File: src/rqop_pkg.sv
// Shared types and constants of the overload-managed request queue.
// Used by rqop_cfg, rqop_mod and request_queue_overload_policy_core; no dependencies.
package rqop_pkg;

	localparam int ID_W   = 16;
	localparam int TIME_W = 32;
	localparam int ENT_W  = ID_W + TIME_W;
	localparam int LFSR_W = 16;
	localparam int ACT_W  = 16;

	localparam logic [LFSR_W-1:0] LFSR_TAPS = 16'hB400;
	localparam logic [LFSR_W-1:0] SEED_RST  = 16'h0001;
	localparam logic [5:0]        CAP_RST   = 6'd32;

	// Operation codes.
	localparam logic [1:0] OP_ENQ  = 2'd0;
	localparam logic [1:0] OP_DEQ  = 2'd1;
	localparam logic [1:0] OP_DONE = 2'd2;

	// Overload policies.
	localparam logic [1:0] POL_BLOCK = 2'd0;
	localparam logic [1:0] POL_TAIL  = 2'd1;
	localparam logic [1:0] POL_HEAD  = 2'd2;
	localparam logic [1:0] POL_RAND  = 2'd3;

	// Result kinds.
	localparam logic [2:0] K_ACCEPT = 3'd0;
	localparam logic [2:0] K_FULL   = 3'd1;
	localparam logic [2:0] K_CLOSED = 3'd2;
	localparam logic [2:0] K_DEQ    = 3'd3;
	localparam logic [2:0] K_EMPTY  = 3'd4;
	localparam logic [2:0] K_DONE   = 3'd5;

	// Register indexes.
	localparam logic [1:0] REG_POLICY   = 2'd0;
	localparam logic [1:0] REG_CAPACITY = 2'd1;
	localparam logic [1:0] REG_SEED     = 2'd2;

	typedef struct packed {
		logic [1:0]        policy;
		logic [5:0]        capacity;
		logic              seed_ld;
		logic [LFSR_W-1:0] seed;
	} cfg_t;

	// One step of the right-shifting Galois LFSR; the all-zero state is replaced by one.
	function automatic logic [LFSR_W-1:0] lfsr_next(input logic [LFSR_W-1:0] v);
		logic [LFSR_W-1:0] n;
		n = v >> 1;
		if (v[0]) begin
			n = n ^ LFSR_TAPS;
		end
		if (n == '0) begin
			n = SEED_RST;
		end
		return n;
	endfunction

endpackage

File: src/request_queue_overload_policy_core.sv
// Request queue with overload policy: entry memory, drop-mark memory and control sequencer.
// Depends on rqop_pkg, rqop_cfg and rqop_mod.
//
// A ring of QUEUE_DEPTH waiting requests held in a single-port-write, registered-read memory.
// Enqueue without overload, done, full-retry and tail drop are answered in the idle state.
// Dequeue and drop head first read the head entry; drop head then reports the accepted word.
// Random drop of n waiting entries runs one item at a time: it clears the mark memory over n
// entries, then makes ceil(n/2) draws plus redraws on already marked entries, each draw an LFSR
// step, a pass through the remainder unit and a mark read; then it reads each entry to compact
// the ring and report closed entries, and reports the accepted word. No input is taken meanwhile.
// Output stalls can hold every path. There is no clearing pass after reset.
module request_queue_overload_policy_core #(
	parameter int QUEUE_DEPTH = 32
) (
	input  logic        clk,
	input  logic        arst_n,
	input  logic        psel,
	input  logic        penable,
	input  logic        pwrite,
	input  logic [3:0]  paddr,
	input  logic [31:0] pwdata,
	output logic [31:0] prdata,
	output logic        pready,
	input  logic        in_valid,
	output logic        in_stall,
	input  logic [1:0]  op,
	input  logic [15:0] request_id,
	input  logic [31:0] arrival_time,
	output logic        out_valid,
	input  logic        out_stall,
	output logic [2:0]  kind,
	output logic [15:0] out_id,
	output logic [31:0] out_time,
	output logic        last
);

	localparam int AW = $clog2(QUEUE_DEPTH);
	localparam int CW = $clog2(QUEUE_DEPTH + 1);
	localparam int EW = rqop_pkg::ENT_W;
	localparam int NW = rqop_pkg::ACT_W;
	localparam int SW = rqop_pkg::ACT_W + 1;

	typedef enum logic [8:0] {
		ST_IDLE = 9'b000000001,
		ST_HEAD = 9'b000000010,
		ST_ACC  = 9'b000000100,
		ST_CLR  = 9'b000001000,
		ST_PICK = 9'b000010000,
		ST_DIV  = 9'b000100000,
		ST_MCHK = 9'b001000000,
		ST_WRD  = 9'b010000000,
		ST_WCHK = 9'b100000000
	} st_t;

	function automatic logic [AW-1:0] slot(input logic [AW-1:0] base, input logic [CW-1:0] off);
		logic [CW:0] s;
		s = {{(CW + 1 - AW){1'b0}}, base} + {1'b0, off};
		if (s >= (CW + 1)'(QUEUE_DEPTH)) begin
			s = s - (CW + 1)'(QUEUE_DEPTH);
		end
		return s[AW-1:0];
	endfunction

	rqop_pkg::cfg_t cfg;

	rqop_cfg u_cfg (
		.clk     (clk),
		.arst_n  (arst_n),
		.psel    (psel),
		.penable (penable),
		.pwrite  (pwrite),
		.paddr   (paddr),
		.pwdata  (pwdata),
		.prdata  (prdata),
		.pready  (pready),
		.cfg     (cfg)
	);

	st_t                          st_q, st_d;
	logic [AW-1:0]                head_q, head_d;
	logic [CW-1:0]                wait_q, wait_d;
	logic [rqop_pkg::ACT_W-1:0]   act_q, act_d;
	logic [rqop_pkg::LFSR_W-1:0]  lfsr_q, lfsr_d;
	logic [CW-1:0]                idx_q, idx_d;
	logic [CW-1:0]                kept_q, kept_d;
	logic [CW-1:0]                pc_q, pc_d;
	logic [CW-1:0]                drops_q, drops_d;
	logic [CW-1:0]                cnt_q, cnt_d;
	logic                         dq_q, dq_d;
	logic [AW-1:0]                cand_q, cand_d;
	logic [rqop_pkg::ID_W-1:0]    nid_q;
	logic [rqop_pkg::TIME_W-1:0]  ntm_q;

	logic                         ov_q;
	logic [2:0]                   kind_q;
	logic [15:0]                  id_q;
	logic [31:0]                  tm_q;
	logic                         last_q;

	logic                         out_free, acc;
	logic                         em;
	logic [2:0]                   em_kind;
	logic [15:0]                  em_id;
	logic [31:0]                  em_tm;
	logic                         em_last;

	logic [EW-1:0]                ent_mem [QUEUE_DEPTH];
	logic [EW-1:0]                ent_rd_q, ent_wd;
	logic                         ent_we, ent_re;
	logic [AW-1:0]                ent_wa, ent_ra;
	logic                         mk_mem [QUEUE_DEPTH];
	logic                         mk_rd_q, mk_wd, mk_we, mk_re;
	logic [AW-1:0]                mk_wa, mk_ra;

	logic                         div_start, div_done;
	logic [CW-1:0]                div_rem;
	logic [SW-1:0]                used, capf, cap_ext;
	logic                         full;
	logic [CW:0]                  wait_p1;
	logic [CW-1:0]                kept_nx;

	rqop_mod #(.DW(CW)) u_mod (
		.clk      (clk),
		.arst_n   (arst_n),
		.start    (div_start),
		.dividend (lfsr_d),
		.divisor  (cnt_q),
		.done     (div_done),
		.rem      (div_rem)
	);

	always_ff @(posedge clk) begin
		if (ent_we) begin
			ent_mem[ent_wa] <= ent_wd;
		end
		if (ent_re) begin
			ent_rd_q <= ent_mem[ent_ra];
		end
	end

	always_ff @(posedge clk) begin
		if (mk_we) begin
			mk_mem[mk_wa] <= mk_wd;
		end
		if (mk_re) begin
			mk_rd_q <= mk_mem[mk_ra];
		end
	end

	assign out_free = !ov_q || !out_stall;
	assign in_stall = !((st_q == ST_IDLE) && out_free);
	assign acc      = in_valid && !in_stall;

	always_comb begin
		cap_ext = SW'(cfg.capacity);
		capf    = (cap_ext > SW'(QUEUE_DEPTH)) ? SW'(QUEUE_DEPTH) : cap_ext;
		used    = {1'b0, act_q} + SW'(wait_q);
		full    = (used >= capf) || (wait_q >= CW'(QUEUE_DEPTH));
		wait_p1 = {1'b0, wait_q} + (CW + 1)'(1);
	end

	always_comb begin
		st_d      = st_q;
		head_d    = head_q;
		wait_d    = wait_q;
		act_d     = act_q;
		lfsr_d    = lfsr_q;
		idx_d     = idx_q;
		kept_d    = kept_q;
		pc_d      = pc_q;
		drops_d   = drops_q;
		cnt_d     = cnt_q;
		dq_d      = dq_q;
		cand_d    = cand_q;
		em        = 1'b0;
		em_kind   = rqop_pkg::K_ACCEPT;
		em_id     = '0;
		em_tm     = '0;
		em_last   = 1'b1;
		ent_we    = 1'b0;
		ent_wa    = slot(head_q, wait_q);
		ent_wd    = {nid_q, ntm_q};
		ent_re    = 1'b0;
		ent_ra    = head_q;
		mk_we     = 1'b0;
		mk_wa     = idx_q[AW-1:0];
		mk_wd     = 1'b0;
		mk_re     = 1'b0;
		mk_ra     = idx_q[AW-1:0];
		div_start = 1'b0;
		kept_nx   = kept_q;

		case (st_q)
			ST_IDLE: begin
				if (acc) begin
					case (op)
						rqop_pkg::OP_ENQ: begin
							if (!full) begin
								ent_we  = 1'b1;
								ent_wd  = {request_id, arrival_time};
								wait_d  = wait_p1[CW-1:0];
								em      = 1'b1;
								em_kind = rqop_pkg::K_ACCEPT;
								em_id   = request_id;
								em_tm   = arrival_time;
							end else if (cfg.policy == rqop_pkg::POL_BLOCK) begin
								em      = 1'b1;
								em_kind = rqop_pkg::K_FULL;
								em_id   = request_id;
								em_tm   = arrival_time;
							end else if (cfg.policy == rqop_pkg::POL_TAIL || wait_q == '0) begin
								em      = 1'b1;
								em_kind = rqop_pkg::K_CLOSED;
								em_id   = request_id;
								em_tm   = arrival_time;
							end else if (cfg.policy == rqop_pkg::POL_HEAD) begin
								ent_re = 1'b1;
								dq_d   = 1'b0;
								st_d   = ST_HEAD;
							end else begin
								cnt_d   = wait_q;
								drops_d = wait_p1[CW:1];
								idx_d   = '0;
								st_d    = ST_CLR;
							end
						end
						rqop_pkg::OP_DEQ: begin
							if (wait_q == '0) begin
								em      = 1'b1;
								em_kind = rqop_pkg::K_EMPTY;
							end else begin
								ent_re = 1'b1;
								dq_d   = 1'b1;
								st_d   = ST_HEAD;
							end
						end
						rqop_pkg::OP_DONE: begin
							if (act_q != '0) begin
								act_d = act_q - NW'(1);
							end
							em      = 1'b1;
							em_kind = rqop_pkg::K_DONE;
							em_id   = request_id;
						end
						default: ;
					endcase
				end
			end
			ST_HEAD: begin
				if (out_free) begin
					em      = 1'b1;
					em_kind = dq_q ? rqop_pkg::K_DEQ : rqop_pkg::K_CLOSED;
					em_id   = ent_rd_q[EW-1:rqop_pkg::TIME_W];
					em_tm   = ent_rd_q[rqop_pkg::TIME_W-1:0];
					em_last = dq_q;
					head_d  = slot(head_q, CW'(1));
					wait_d  = wait_q - CW'(1);
					if (dq_q) begin
						if (act_q != '1) begin
							act_d = act_q + NW'(1);
						end
						st_d = ST_IDLE;
					end else begin
						st_d = ST_ACC;
					end
				end
			end
			ST_ACC: begin
				if (out_free) begin
					ent_we  = 1'b1;
					wait_d  = wait_p1[CW-1:0];
					em      = 1'b1;
					em_kind = rqop_pkg::K_ACCEPT;
					em_id   = nid_q;
					em_tm   = ntm_q;
					st_d    = ST_IDLE;
				end
			end
			ST_CLR: begin
				mk_we = 1'b1;
				if (idx_q == cnt_q - CW'(1)) begin
					pc_d = '0;
					st_d = ST_PICK;
				end else begin
					idx_d = idx_q + CW'(1);
				end
			end
			ST_PICK: begin
				lfsr_d    = rqop_pkg::lfsr_next(lfsr_q);
				div_start = 1'b1;
				st_d      = ST_DIV;
			end
			ST_DIV: begin
				if (div_done) begin
					mk_re  = 1'b1;
					mk_ra  = div_rem[AW-1:0];
					cand_d = div_rem[AW-1:0];
					st_d   = ST_MCHK;
				end
			end
			ST_MCHK: begin
				if (mk_rd_q) begin
					st_d = ST_PICK;
				end else begin
					mk_we = 1'b1;
					mk_wa = cand_q;
					mk_wd = 1'b1;
					if (pc_q + CW'(1) == drops_q) begin
						idx_d  = '0;
						kept_d = '0;
						st_d   = ST_WRD;
					end else begin
						pc_d = pc_q + CW'(1);
						st_d = ST_PICK;
					end
				end
			end
			ST_WRD: begin
				ent_re = 1'b1;
				ent_ra = slot(head_q, idx_q);
				mk_re  = 1'b1;
				st_d   = ST_WCHK;
			end
			ST_WCHK: begin
				// Kept entries slide toward the head; the write never reaches an unread slot.
				if (!mk_rd_q || out_free) begin
					if (mk_rd_q) begin
						em      = 1'b1;
						em_kind = rqop_pkg::K_CLOSED;
						em_id   = ent_rd_q[EW-1:rqop_pkg::TIME_W];
						em_tm   = ent_rd_q[rqop_pkg::TIME_W-1:0];
						em_last = 1'b0;
					end else begin
						ent_we  = 1'b1;
						ent_wa  = slot(head_q, kept_q);
						ent_wd  = ent_rd_q;
						kept_nx = kept_q + CW'(1);
					end
					kept_d = kept_nx;
					if (idx_q == cnt_q - CW'(1)) begin
						wait_d = kept_nx;
						st_d   = ST_ACC;
					end else begin
						idx_d = idx_q + CW'(1);
						st_d  = ST_WRD;
					end
				end
			end
			default: st_d = ST_IDLE;
		endcase

		if (cfg.seed_ld) begin
			lfsr_d = cfg.seed;
		end
	end

	always_ff @(posedge clk or negedge arst_n) begin
		if (!arst_n) begin
			st_q    <= ST_IDLE;
			head_q  <= '0;
			wait_q  <= '0;
			act_q   <= '0;
			lfsr_q  <= rqop_pkg::SEED_RST;
			idx_q   <= '0;
			kept_q  <= '0;
			pc_q    <= '0;
			drops_q <= '0;
			cnt_q   <= '0;
			dq_q    <= 1'b0;
			cand_q  <= '0;
			ov_q    <= 1'b0;
		end else begin
			st_q    <= st_d;
			head_q  <= head_d;
			wait_q  <= wait_d;
			act_q   <= act_d;
			lfsr_q  <= lfsr_d;
			idx_q   <= idx_d;
			kept_q  <= kept_d;
			pc_q    <= pc_d;
			drops_q <= drops_d;
			cnt_q   <= cnt_d;
			dq_q    <= dq_d;
			cand_q  <= cand_d;
			if (em) begin
				ov_q <= 1'b1;
			end else if (!out_stall) begin
				ov_q <= 1'b0;
			end
		end
	end

	always_ff @(posedge clk) begin
		if (acc) begin
			nid_q <= request_id;
			ntm_q <= arrival_time;
		end
		if (em) begin
			kind_q <= em_kind;
			id_q   <= em_id;
			tm_q   <= em_tm;
			last_q <= em_last;
		end
	end

	assign out_valid = ov_q;
	assign kind      = kind_q;
	assign out_id    = id_q;
	assign out_time  = tm_q;
	assign last      = last_q;

endmodule

File: src/rqop_cfg.sv
// APB-style configuration registers: policy, capacity and LFSR seed.
// Depends on rqop_pkg.
module rqop_cfg (
	input  logic                clk,
	input  logic                arst_n,
	input  logic                psel,
	input  logic                penable,
	input  logic                pwrite,
	input  logic [3:0]          paddr,
	input  logic [31:0]         pwdata,
	output logic [31:0]         prdata,
	output logic                pready,
	output rqop_pkg::cfg_t      cfg
);

	logic [1:0]                  policy_q;
	logic [5:0]                  cap_q;
	logic [rqop_pkg::LFSR_W-1:0] seed_q;
	logic                        wr;
	logic [1:0]                  idx;

	assign pready = 1'b1;
	assign idx    = paddr[3:2];
	assign wr     = psel && penable && pwrite;

	always_ff @(posedge clk or negedge arst_n) begin
		if (!arst_n) begin
			policy_q <= rqop_pkg::POL_BLOCK;
			cap_q    <= rqop_pkg::CAP_RST;
			seed_q   <= rqop_pkg::SEED_RST;
		end else if (wr) begin
			case (idx)
				rqop_pkg::REG_POLICY:   policy_q <= pwdata[1:0];
				rqop_pkg::REG_CAPACITY: cap_q    <= pwdata[5:0];
				rqop_pkg::REG_SEED:     seed_q   <= pwdata[15:0];
				default: ;
			endcase
		end
	end

	always_comb begin
		case (idx)
			rqop_pkg::REG_POLICY:   prdata = {30'd0, policy_q};
			rqop_pkg::REG_CAPACITY: prdata = {26'd0, cap_q};
			rqop_pkg::REG_SEED:     prdata = {16'd0, seed_q};
			default:                prdata = '0;
		endcase
	end

	always_comb begin
		cfg.policy   = policy_q;
		cfg.capacity = cap_q;
		cfg.seed_ld  = wr && (idx == rqop_pkg::REG_SEED);
		cfg.seed     = (pwdata[15:0] == '0) ? rqop_pkg::SEED_RST : pwdata[15:0];
	end

endmodule

File: src/rqop_mod.sv
// Restoring remainder unit: 16-bit dividend modulo a narrow divisor, one bit per cycle.
// Depends on rqop_pkg.
module rqop_mod #(
	parameter int DW = 6
) (
	input  logic                        clk,
	input  logic                        arst_n,
	input  logic                        start,
	input  logic [rqop_pkg::LFSR_W-1:0] dividend,
	input  logic [DW-1:0]               divisor,
	output logic                        done,
	output logic [DW-1:0]               rem
);

	logic [rqop_pkg::LFSR_W-1:0] dvd_q;
	logic [DW-1:0]               dvs_q;
	logic [DW-1:0]               rem_q;
	logic [4:0]                  n_q;
	logic                        done_q;
	logic [DW:0]                 t;
	logic [DW:0]                 t_sub;

	always_comb begin
		t     = {rem_q, dvd_q[rqop_pkg::LFSR_W-1]};
		t_sub = (t >= {1'b0, dvs_q}) ? (t - {1'b0, dvs_q}) : t;
	end

	always_ff @(posedge clk or negedge arst_n) begin
		if (!arst_n) begin
			n_q    <= '0;
			done_q <= 1'b0;
		end else if (start) begin
			n_q    <= 5'(rqop_pkg::LFSR_W);
			done_q <= 1'b0;
		end else if (n_q != '0) begin
			n_q    <= n_q - 5'd1;
			done_q <= (n_q == 5'd1);
		end else begin
			done_q <= 1'b0;
		end
	end

	always_ff @(posedge clk) begin
		if (start) begin
			dvd_q <= dividend;
			dvs_q <= divisor;
			rem_q <= '0;
		end else if (n_q != '0) begin
			dvd_q <= dvd_q << 1;
			rem_q <= t_sub[DW-1:0];
		end
	end

	assign done = done_q;
	assign rem  = rem_q;

endmodule
File: config.mk
export PLATFORM = sky130hd
export DESIGN_NAME = request_queue_overload_policy_core
export DESIGN_NICKNAME = d
export VERILOG_FILES = /design/src/rqop_pkg.sv /design/src/request_queue_overload_policy_core.sv /design/src/rqop_cfg.sv /design/src/rqop_mod.sv
export SDC_FILE = /design/constraint.sdc
export NUM_CORES = 2
export LEC_CHECK = 0
export BUFFER_PORTS_ARGS = -buffer_cell sky130_fd_sc_hd__buf_2
export CORE_MARGIN = 5
export CORE_UTILIZATION = 30
export CTS_CLUSTER_SIZE = 24
export DETAILED_ROUTE_END_ITERATION = 10
export PLACE_DENSITY = 0.46
export REMOVE_ABC_BUFFERS = 1
export SYNTH_ARGS = -nofsm -noshare
export SYNTH_HDL_FRONTEND = slang
export SYNTH_SLANG_ARGS = --single-unit
File: constraint.sdc
create_clock -name clk -period 12.51 [get_ports clk]
set_clock_uncertainty 0.1 [all_clocks]
set_input_delay 1.251 -clock clk [delete_from_list [all_inputs] [get_ports clk]]
set_output_delay 1.251 -clock clk [all_outputs]
set_load 0.02 [all_outputs]
==> summary.md <==
| Metric | Value |
|---|---|
| Status | `finished clean` |
| Final Hold Viols | `0` |
| Comb pwr share | `between 20% and 30%` |
| Main synth FF type | `edfxtp_1` |
| Layout Area Growth over Synthesis | `15.4%` |
| H-Tree Depth | `4` |
| Final wirelength | `roughly 220000 µm` |
| WP data arrival | `~7300 ps` |
| Cells after Synth | `4774` |
| Hold slack | `between 300 and 400 ps` |
| Data required time of the worst path | `between 10000 and 15000 ps` |
| Die height | `about 520 µm` |
| Post-CTS Hold Fix Bufs | `0` |
| P per Cell Area | `approximately 200 nW/µm²` |
| Leakage Power | `30.4 nW` |
| # fillers | `24384` |
| Ys Warns | `0` |
| Vias/cell | `just over 5` |
| Reg area | `55300 µm²` |
| Area of the multi-input gates | `~21000 µm²` |
| Period utilisation layout | `a little under three fifths` |
| 1st-iter DRT viols | `3600` |
| CTS resizes | `0` |
| Worst-path clk slew | `60 ps` |
| Sw power | `5.36 mW` |
| CTS tree | `done` |
| Congestion Overflow GR | `0` |
| Distinct cells, synth | `87` |
| Top cells by area, synth | `edfxtp_1, mux4_2, dfrtp_1, mux2i_1, nand2_1` |
| Syn avg cell area | `~16 µm²` |
| Post-synth top area share | `67.8%` |
| # clock sinks | `between 1500 and 2000` |
| F_max | `0.144 GHz` |
| Post-synth ARST share | `about 6.4%` |
| # setup viols final | `0` |
| Cell row count | `between 150 and 200` |
| Least-Margin Pin Slew | `~1200 ps` |
| Sw Ratio | `between 30 and 40%` |
| Synth cell count leaders | `edfxtp_1, nand2_1, mux2i_1` |
| Min-Delay Path Class | `reg2reg` |
| Final Max Tran Viols | `0` |
| Kind of critical path | `reg2reg` |
| Gpl congestion | `roughly 0.77` |
| Netlist Area Pre-Place | `approximately 77000 µm²` |
| Post-layout nets | `about 5100` |
| Wire length of the first global-routing pass | `approximately 320000 µm` |
| Seq/Total Area, Yosys | `between 70% and 80%` |
| Initial Utilization | `a little under a third` |
| Most frequent cell after synthesis | `edfxtp_1` |
| CTS root buf | `clkbuf_16` |
| Post-CTS Setup Repair Bufs | `0` |
| Share of post-route cells with drive strength above 1 | `19.5%` |
| Drt pass-1 iters | `6` |
| Relative slew slack | `20.8%` |
| Worst ir drop on vdd | `about 170 µV` |
| Post-layout min period | `between 6000 and 7000 ps` |
| Num CTS Buffers | `198` |
| Worst-skew pair later-pin latency | `around 850 ps` |
| CP max FO | `31` |
| RSZ-0062 raised after global routing | `false` |
| Crit path launch type | `flop` |
| Vias in the first global route | `43884` |
| Detailed placer's ending HPWL | `120000 µm` |
| I/O Pins | `180` |
| Final ANT Viol Nets | `0` |
| Seq pwr share | `a little over two fifths` |
| I/O Buffers | `about 140` |
| Via count | `around 43000` |
| WL/cell | `approximately 26 µm` |
| Post-synth EDFFs | `roughly 1700` |
| Clk pwr share | `between 30% and 40%` |
| DIE AREA | `about 270000 µm²` |
| Dominant cell type by area after synthesis | `edfxtp_1` |
| Die Width | `517 µm` |
| GRT Overall Usage | `between 10% and 20%` |
| Clk buf depth | `3` |
| Cell area after layout | `88900 µm²` |
| Critical path endpoint category | `flop` |
| DRC viols | `0` |
| CORE AREA | `256000 µm²` |
| Max-cap viol count | `0` |
| Pin count of the biggest net entering global routing | `107` |
| Initial antenna violation count | `14` |
| Setup ws final | `roughly 5600 ps` |
| Final core utilization | `34.7%` |
| Number of synthesized register bits | `1864` |
| Internal | `roughly 12 mW` |
| Post-place setup slack | `between 5000 and 6000 ps` |
| Placement Cell Area | `slightly above 80000 µm²` |
| Final setup TNS | `0 ps` |
## state kept, by name, indices dropped and copies added (netlist names), 9 cells and up
name          cells
out_time         32
act_q            16
ent_rd_q         48
out_id           16
st_q              9
u_cfg.seed_q     16
u_mod.dvd_q      16
mk_mem           32
ent_mem        1536
lfsr_q           16
nid_q            16
ntm_q            32
## per-stage QoR
step           cells  power [mW]
6_report        8536        17.6
5_1_grt         8527        18.5
4_1_cts         8526        17.8
3_5_place_dp    8164        12.0
3_3_place_gp    8164        12.0
2_1_floorplan   4498        11.1
## worst max-delay path, stage by stage (launching register included)
cell and delay, ps:
dfrtp_1 600, inv_1 240, fa_1 490, nand2b_1 180
nand2b_1 70, a21oi_1 80, xnor2_1 190, ha_1 290
o2111a_1 130, or4_1 530, a2111o_2 770, nor3_4 260
buf_4 510, o311ai_2 210, buf_4 270, nor2_4 810
buf_4 700
## layer usage
layer / vias to the layer above / GRT usage (%) / share of wire, %
met5: - / 0.433 / 0.080
met4: 4 / 4.05 / 2.1
met3: 278 / 3.11 / 5.5
met2: 1196 / 27.0 / 48
met1: 22743 / 22.4 / 44
li1: 19265 / - / -
## path summary, 6_finish.rpt
check | endpoint | from | cells past startpoint | slack [ps]
worst min-delay path | u_cfg.seed_q[0] | u_cfg.seed_q[0] | 2 | 360
worst max-delay path | ent_mem[15][28] | wait_q[1] | 16 | 5570
max in group asynchronous | pc_q[2] | arst_n | 2 | 10550
min in group asynchronous | u_cfg.seed_q[15] | arst_n | 1 | 480
worst min register to register | u_cfg.seed_q[0] | u_cfg.seed_q[0] | 2 | 360
worst max register to register | ent_mem[15][28] | wait_q[1] | 16 | 5570
## cell families after synthesis
group | share of synthesized area [%]
XOR/XNOR | 0.838
other | 0.00975
buffers and inverters | 1.91
multiplexers | 11.0
AND/OR/NAND/NOR | 6.86
flip-flops | 71.8
AO/OA/AOI/OAI | 6.55
adder cells (fa/ha/maj) | 1.05
## power by group through the flow
stage               clock network, mW  logic, mW  registers, mW
global placement                    0       4.21           7.77
floorplan                           0       3.39           7.73
detailed placement                  0       4.23           7.77
global route                     6.20       4.60           7.68
finish                           5.77       4.19           7.64
CTS                              5.92       4.25           7.65
## final cells by class
class	instances	area share [%]
Sequential cell	1864	62.2
Multi-Input combinational cell	2592	23.7
Clock buffer	240	5.77
Tap cell	3384	4.76
Timing Repair Buffer	282	2.03
Clock inverter	122	1.37
Inverter	42	0.180
Antenna cell	10	0.0281
## cell usage in the layout, fill, tap and decap left out, drive strengths merged, types with 64 or more instances in the layout
| master | netlist | routed |
|---|---|---|
| buf | 117 | 282 |
| dfrtp | 115 | 115 |
| mux2i | 257 | 257 |
| clkbuf | 174 | 240 |
| clkinv | 0 | 95 |
| mux4 | 196 | 196 |
| a31oi | 101 | 101 |
| nor2 | 198 | 198 |
| nand2 | 507 | 507 |
| o21ai | 84 | 84 |
| a211oi | 109 | 109 |
| mux2 | 130 | 130 |
| edfxtp | 1739 | 1739 |
| nor3 | 122 | 122 |
| and2 | 64 | 64 |
Note: power is estimated with default switching activity, not from simulation.
